--- config.mk ---
export PLATFORM = sky130hd
export DESIGN_NAME = dqvcl_sqrt_pipe
export DESIGN_NICKNAME = d
export VERILOG_FILES = /design/src/dqvcl_pkg.sv /design/src/dqvcl_sqrt_pipe.sv
export SDC_FILE = /design/constraint.sdc
export NUM_CORES = 2
export LEC_CHECK = 0
export ABC_CLOCK_PERIOD_IN_PS = 2800
export BUFFER_PORTS_ARGS = -buffer_cell sky130_fd_sc_hd__buf_2
export CORE_UTILIZATION = 35
export DETAILED_ROUTE_END_ITERATION = 12
export GPL_ROUTABILITY_DRIVEN = 0
export MAX_ROUTING_LAYER = met4
export PLACE_DENSITY_LB_ADDON = 0.3
export SLEW_MARGIN = 15
export SYNTH_ARGS = -nofsm -noshare
export SYNTH_HDL_FRONTEND = slang
export SYNTH_MEMORY_MAX_BITS = 65536
export SYNTH_SLANG_ARGS = --single-unit
--- constraint.sdc ---
create_clock -name clk_i -period 2.8 [get_ports clk_i]
set_clock_uncertainty 0.2 [all_clocks]
set_input_delay 0 -clock clk_i [delete_from_list [all_inputs] [get_ports clk_i]]
set_output_delay 0 -clock clk_i [all_outputs]
set_load 0.05 [all_outputs]
--- src/dqvcl_pkg.sv ---
// Shared types and constants for the dq voltage circle limiter.
// Depends on nothing; every other file in src imports it.
package dqvcl_pkg;

  // 1/sqrt(3) in unsigned Q0.16.
  localparam logic [15:0] INV_SQRT3_Q16 = 16'd37837;
  // Reset value of the modulation index register, about 0.95 in Q0.16.
  localparam logic [15:0] MOD_RESET = 16'd62259;

  // Pipeline depths of the square root and divider units.
  localparam int unsigned SQRT_STEPS = 24;
  localparam int unsigned DIV_STEPS  = 16;

  typedef struct packed {
    logic signed [15:0] vd_in;
    logic signed [15:0] vq_in;
    logic        [15:0] bus_voltage;
  } cmd_t;

  typedef struct packed {
    logic signed [15:0] vd_out;
    logic signed [15:0] vq_out;
    logic               overmodulation;
  } res_t;

  // Per-item information that rides along with the divider.
  typedef struct packed {
    logic               flag;
    logic               vd_neg;
    logic               vq_neg;
    logic signed [15:0] vd;
    logic signed [15:0] vq;
  } side_t;

  // Per-item information that rides along with the square root unit.
  typedef struct packed {
    side_t       side;
    logic [31:0] prod_d;
    logic [31:0] prod_q;
  } sq_side_t;

endpackage

--- src/dqvcl_sqrt_pipe.sv ---
// Fully pipelined integer square root of radicand * 2^16, one result bit per stage.
// Depends on dqvcl_pkg for the sideband type and the step count.
module dqvcl_sqrt_pipe import dqvcl_pkg::*; (
  input  logic        clk_i,
  input  logic        rst_ni,
  input  logic        valid_i,
  input  logic [31:0] radicand_i,
  input  sq_side_t    side_i,
  output logic        valid_o,
  output logic [23:0] root_o,
  output sq_side_t    side_o
);

  typedef struct packed {
    logic [26:0] rem;
    logic [23:0] root;
    logic [47:0] nbits;
    sq_side_t    side;
  } sq_stage_t;

  function automatic sq_stage_t sq_step(input sq_stage_t s);
    sq_stage_t   n;
    logic [26:0] r;
    logic [26:0] trial;
    n     = s;
    r     = {s.rem[24:0], s.nbits[47:46]};
    trial = {1'b0, s.root, 2'b01};
    if (r >= trial) begin
      n.rem  = r - trial;
      n.root = {s.root[22:0], 1'b1};
    end else begin
      n.rem  = r;
      n.root = {s.root[22:0], 1'b0};
    end
    n.nbits = {s.nbits[45:0], 2'b00};
    return n;
  endfunction

  logic      valid_q [SQRT_STEPS+1];
  sq_stage_t st_q    [SQRT_STEPS+1];

  always_ff @(posedge clk_i or negedge rst_ni) begin
    if (!rst_ni) begin
      for (int k = 0; k <= SQRT_STEPS; k++) valid_q[k] <= 1'b0;
    end else begin
      valid_q[0] <= valid_i;
      for (int k = 1; k <= SQRT_STEPS; k++) valid_q[k] <= valid_q[k-1];
    end
  end

  always_ff @(posedge clk_i) begin
    st_q[0].rem   <= '0;
    st_q[0].root  <= '0;
    st_q[0].nbits <= {radicand_i, 16'd0};
    st_q[0].side  <= side_i;
    for (int k = 1; k <= SQRT_STEPS; k++) st_q[k] <= sq_step(st_q[k-1]);
  end

  assign valid_o = valid_q[SQRT_STEPS];
  assign root_o  = st_q[SQRT_STEPS].root;
  assign side_o  = st_q[SQRT_STEPS].side;

endmodule

==> impl_metrics.env <==
export IMPL_detail_route_first_pass_iterations=7
export IMPL_finalInstanceArea_mm2=0.123
export IMPL_grt_util_all_layers_pct=10.8
export IMPL_clock_sinks=3607
export IMPL_synthArstFlopShare_pct=0.693
export IMPL_layout_commonest_cell="dfxtp_1"
export IMPL_drtIter0Drc=2040
export IMPL_grt_remaining_overflow=0
export IMPL_ff2ff_path_depth=11
export IMPL_hold_viol=0
export IMPL_htreeDepth=5
export IMPL_final_min_clock_period_ns=2.94
export IMPL_r2r_end="st_q[0][3133]"
export IMPL_power_density_mw_per_mm2=963
export IMPL_worstMarginPinSlew_ns=0.585
export IMPL_arrival_ns=3.49
export IMPL_synth_edf_count=0
export IMPL_clk_latency_ns=0.91
export IMPL_place_ws_ns=-0.331
export IMPL_crit_path_max_fanout=3
export IMPL_syn_inst=7068
export IMPL_syn_nets=7519
export IMPL_ys_types=89
export IMPL_r2r_slack_ns=-0.14
export IMPL_vias_per_cell=4.14
export IMPL_avgRoutedWirePerCell_um=12.3
export IMPL_post_place_cells=11131
export IMPL_fin_tns_setup_ns=-1.32
export IMPL_final_max_slew_viol_count=0
export IMPL_hold_start="st_q[1][204]"
export IMPL_setup_viol=36
export IMPL_fp_row_count=190
export IMPL_critPathKind="flip-flop to flip-flop"
export IMPL_io_buffer_count=257
export IMPL_finalPower_mw=119
export IMPL_grt_setup_unrepaired="true"
export IMPL_routed_wl_um=150000
export IMPL_hp_class="flip-flop to flip-flop"
export IMPL_nets=8868
export IMPL_nFillCells=23294
export IMPL_fin_cells=12258
export IMPL_grt_max_degree=31
export IMPL_cp_required_ns=3.35
export IMPL_max_freq_mhz=340
export IMPL_io_pins=258
export IMPL_violations="negative setup slack"
export IMPL_ys_ff_latch=3607
export IMPL_vias=50775
export IMPL_ys_flop_type="dfxtp_1"
export IMPL_crit_path_start_kind="flip-flop"
export IMPL_drcViolationCount=0
export IMPL_final_layout_size_suffix_gt1_share_pct=23.4
export IMPL_drv_cap=0
export IMPL_clockBufferDepth=4
export IMPL_initial_utilization_pct=35.3
export IMPL_r2r_start="st_q[0][2902]"
export IMPL_layout_setup_ws_ns=-0.139
export IMPL_grt_pass1_wl_um=242000
export IMPL_hold_end="st_q[1][400]"
export IMPL_die_area_mm2=0.273
export IMPL_ir_worst_vdd_mv=0.688
export IMPL_fp_coreArea_mm2=0.269
export IMPL_antenna_found_initial=1
export IMPL_syn_area_mm2=0.0949
export IMPL_root_buffer="clkbuf_16"
export IMPL_relSlewSlack_pct=60.6
export IMPL_die_h_um=523
export IMPL_place_detailed_hpwl_um=92100
export IMPL_area_growth_pct=29.9
export IMPL_ys_seq_area_share_pct=76.2
export IMPL_power_leakage_nw=54.3
export IMPL_hold_path_depth=0
export IMPL_period_share_pct=105
export IMPL_detailed_place_area_mm2=0.103
export IMPL_cp_end_kind="flip-flop"
export IMPL_postSynthAreaPerCell_um2=13.4
export IMPL_cts_tree="yes"
export IMPL_ant_nets=0
export IMPL_clkTransAtPathRegs_ns=0.07
export IMPL_yosys_warnings=0
export IMPL_fp_dieW_um=523
export IMPL_final_cell_mix="dfxtp_1, buf_4, clkbuf_16, inv_1, dlygate4sd3_1"
export IMPL_status="complete, but fails checks"
export IMPL_cts_inserted_buffers=353
export IMPL_grt_pass1_vias=51649
-- worst max-delay path by stage --
stage / from / endpoint / slack (ns) / cells past startpoint
2_1_floorplan: st_q[1][1346] / st_q[1][1565] / -0.06 / 12
3_3_place_gp: st_q[1][1150] / st_q[1][1367] / -0.31 / 12
3_5_place_dp: st_q[0][2301] / st_q[0][2545] / -0.33 / 10
4_1_cts: st_q[0][2105] / st_q[0][2343] / -0.19 / 10
5_1_grt: st_q[0][2105] / st_q[0][2349] / -0.28 / 11
6_report: st_q[0][2902] / st_q[0][3133] / -0.14 / 11
-- metal layers --
layer	vias to the layer above	routed length, um	GRT usage [%]
met4	0	5880	4.82
met3	425	6650	2.48
li1	26002	-	-
met1	23434	62400	11.5
met5	-	0	-
met2	914	75300	19.0
-- state kept, by name, summed over array words and instances, names as in the netlist --
signal,count
st_q,3582
valid_q,24
valid_o,1
-- cell type report --
| type | count | area [um^2] | area share [%] |
|---|---|---|---|
| antenna | 6 | 15.0 | 0.0122 |
| clock buffer | 505 | 10300 | 8.33 |
| clock inverter | 133 | 1980 | 1.61 |
| inverter | 396 | 1500 | 1.21 |
| multi-input combinational | 2869 | 23100 | 18.7 |
| sequential | 3607 | 72400 | 58.8 |
| tap | 3552 | 4440 | 3.60 |
| timing repair buffer | 1190 | 9580 | 7.77 |
-- repair_timing --
| action | in CTS | in global routing |
|---|---|---|
| hold endpoints to repair | 157 | 0 |
| cloned | 5 | 7 |
| hold buffers | 337 | 0 |
| pin swaps | 124 | 202 |
| buffers inserted | 55 | 90 |
| endpoints found under the setup margin | 240 | 333 |
| gates resized for setup | 293 | 407 |
-- cells by family (layout without fill, tap and decap cells) --
kind of cell	Yosys count	after routing	share of synthesized area [%]
AOI/OAI and AO/OA	929	929	6.16
xor gates and xnor gates	408	408	3.76
adders and majority gates	317	317	4.23
buffers and inverters	592	2224	2.84
DFF	3607	3607	76.2
muxes	63	63	0.741
other	1	7	0.00395
and+or+nand+nor	1151	1151	6.06
-- cells in the mapped netlist (57+ instances only) --
cell type / n / area share, %
nand3_1: 62 / 0.33
o21ai_0: 224 / 1.2
dfxtp_1: 3582 / 76
mux2_2: 58 / 0.69
clkbuf_1: 65 / 0.26
nand2_1: 289 / 1.1
xnor2_1: 204 / 1.9
xor2_1: 204 / 1.9
a21o_1: 99 / 0.78
nor2_1: 292 / 1.2
nand2b_1: 57 / 0.38
a21oi_1: 288 / 1.5
buf_4: 123 / 0.97
nor3_1: 109 / 0.57
ha_1: 310 / 4.1
inv_1: 394 / 1.6
-- power by group --
part           switching [mW]  internal, mW
logic                    5.74          6.10
registers                2.69          56.2
clock network            19.0          29.0
-- worst max-delay path, stage by stage (launching register included) --
cell and delay (ns):
dfxtp_2 0.34, inv_2 0.05, ha_4 0.15, or4_4 0.52
or4_4 0.55, nor4_4 0.30, and2_4 0.21, inv_4 0.04
nand4_1 0.15, buf_4 0.17, nor4_2 0.04, xor2_1 0.15
-- through the flow --
stage | utilization, % | hold WS [ns]
2_1_floorplan | - | -0.496
3_3_place_gp | 38.4 | -0.215
3_5_place_dp | 38.4 | -0.186
4_1_cts | 44.9 | 0.000294
5_1_grt | 45.9 | 0.0320
6_report | 45.9 | 0.0533
No activity file was read; power rests on OpenSTA's default activity.
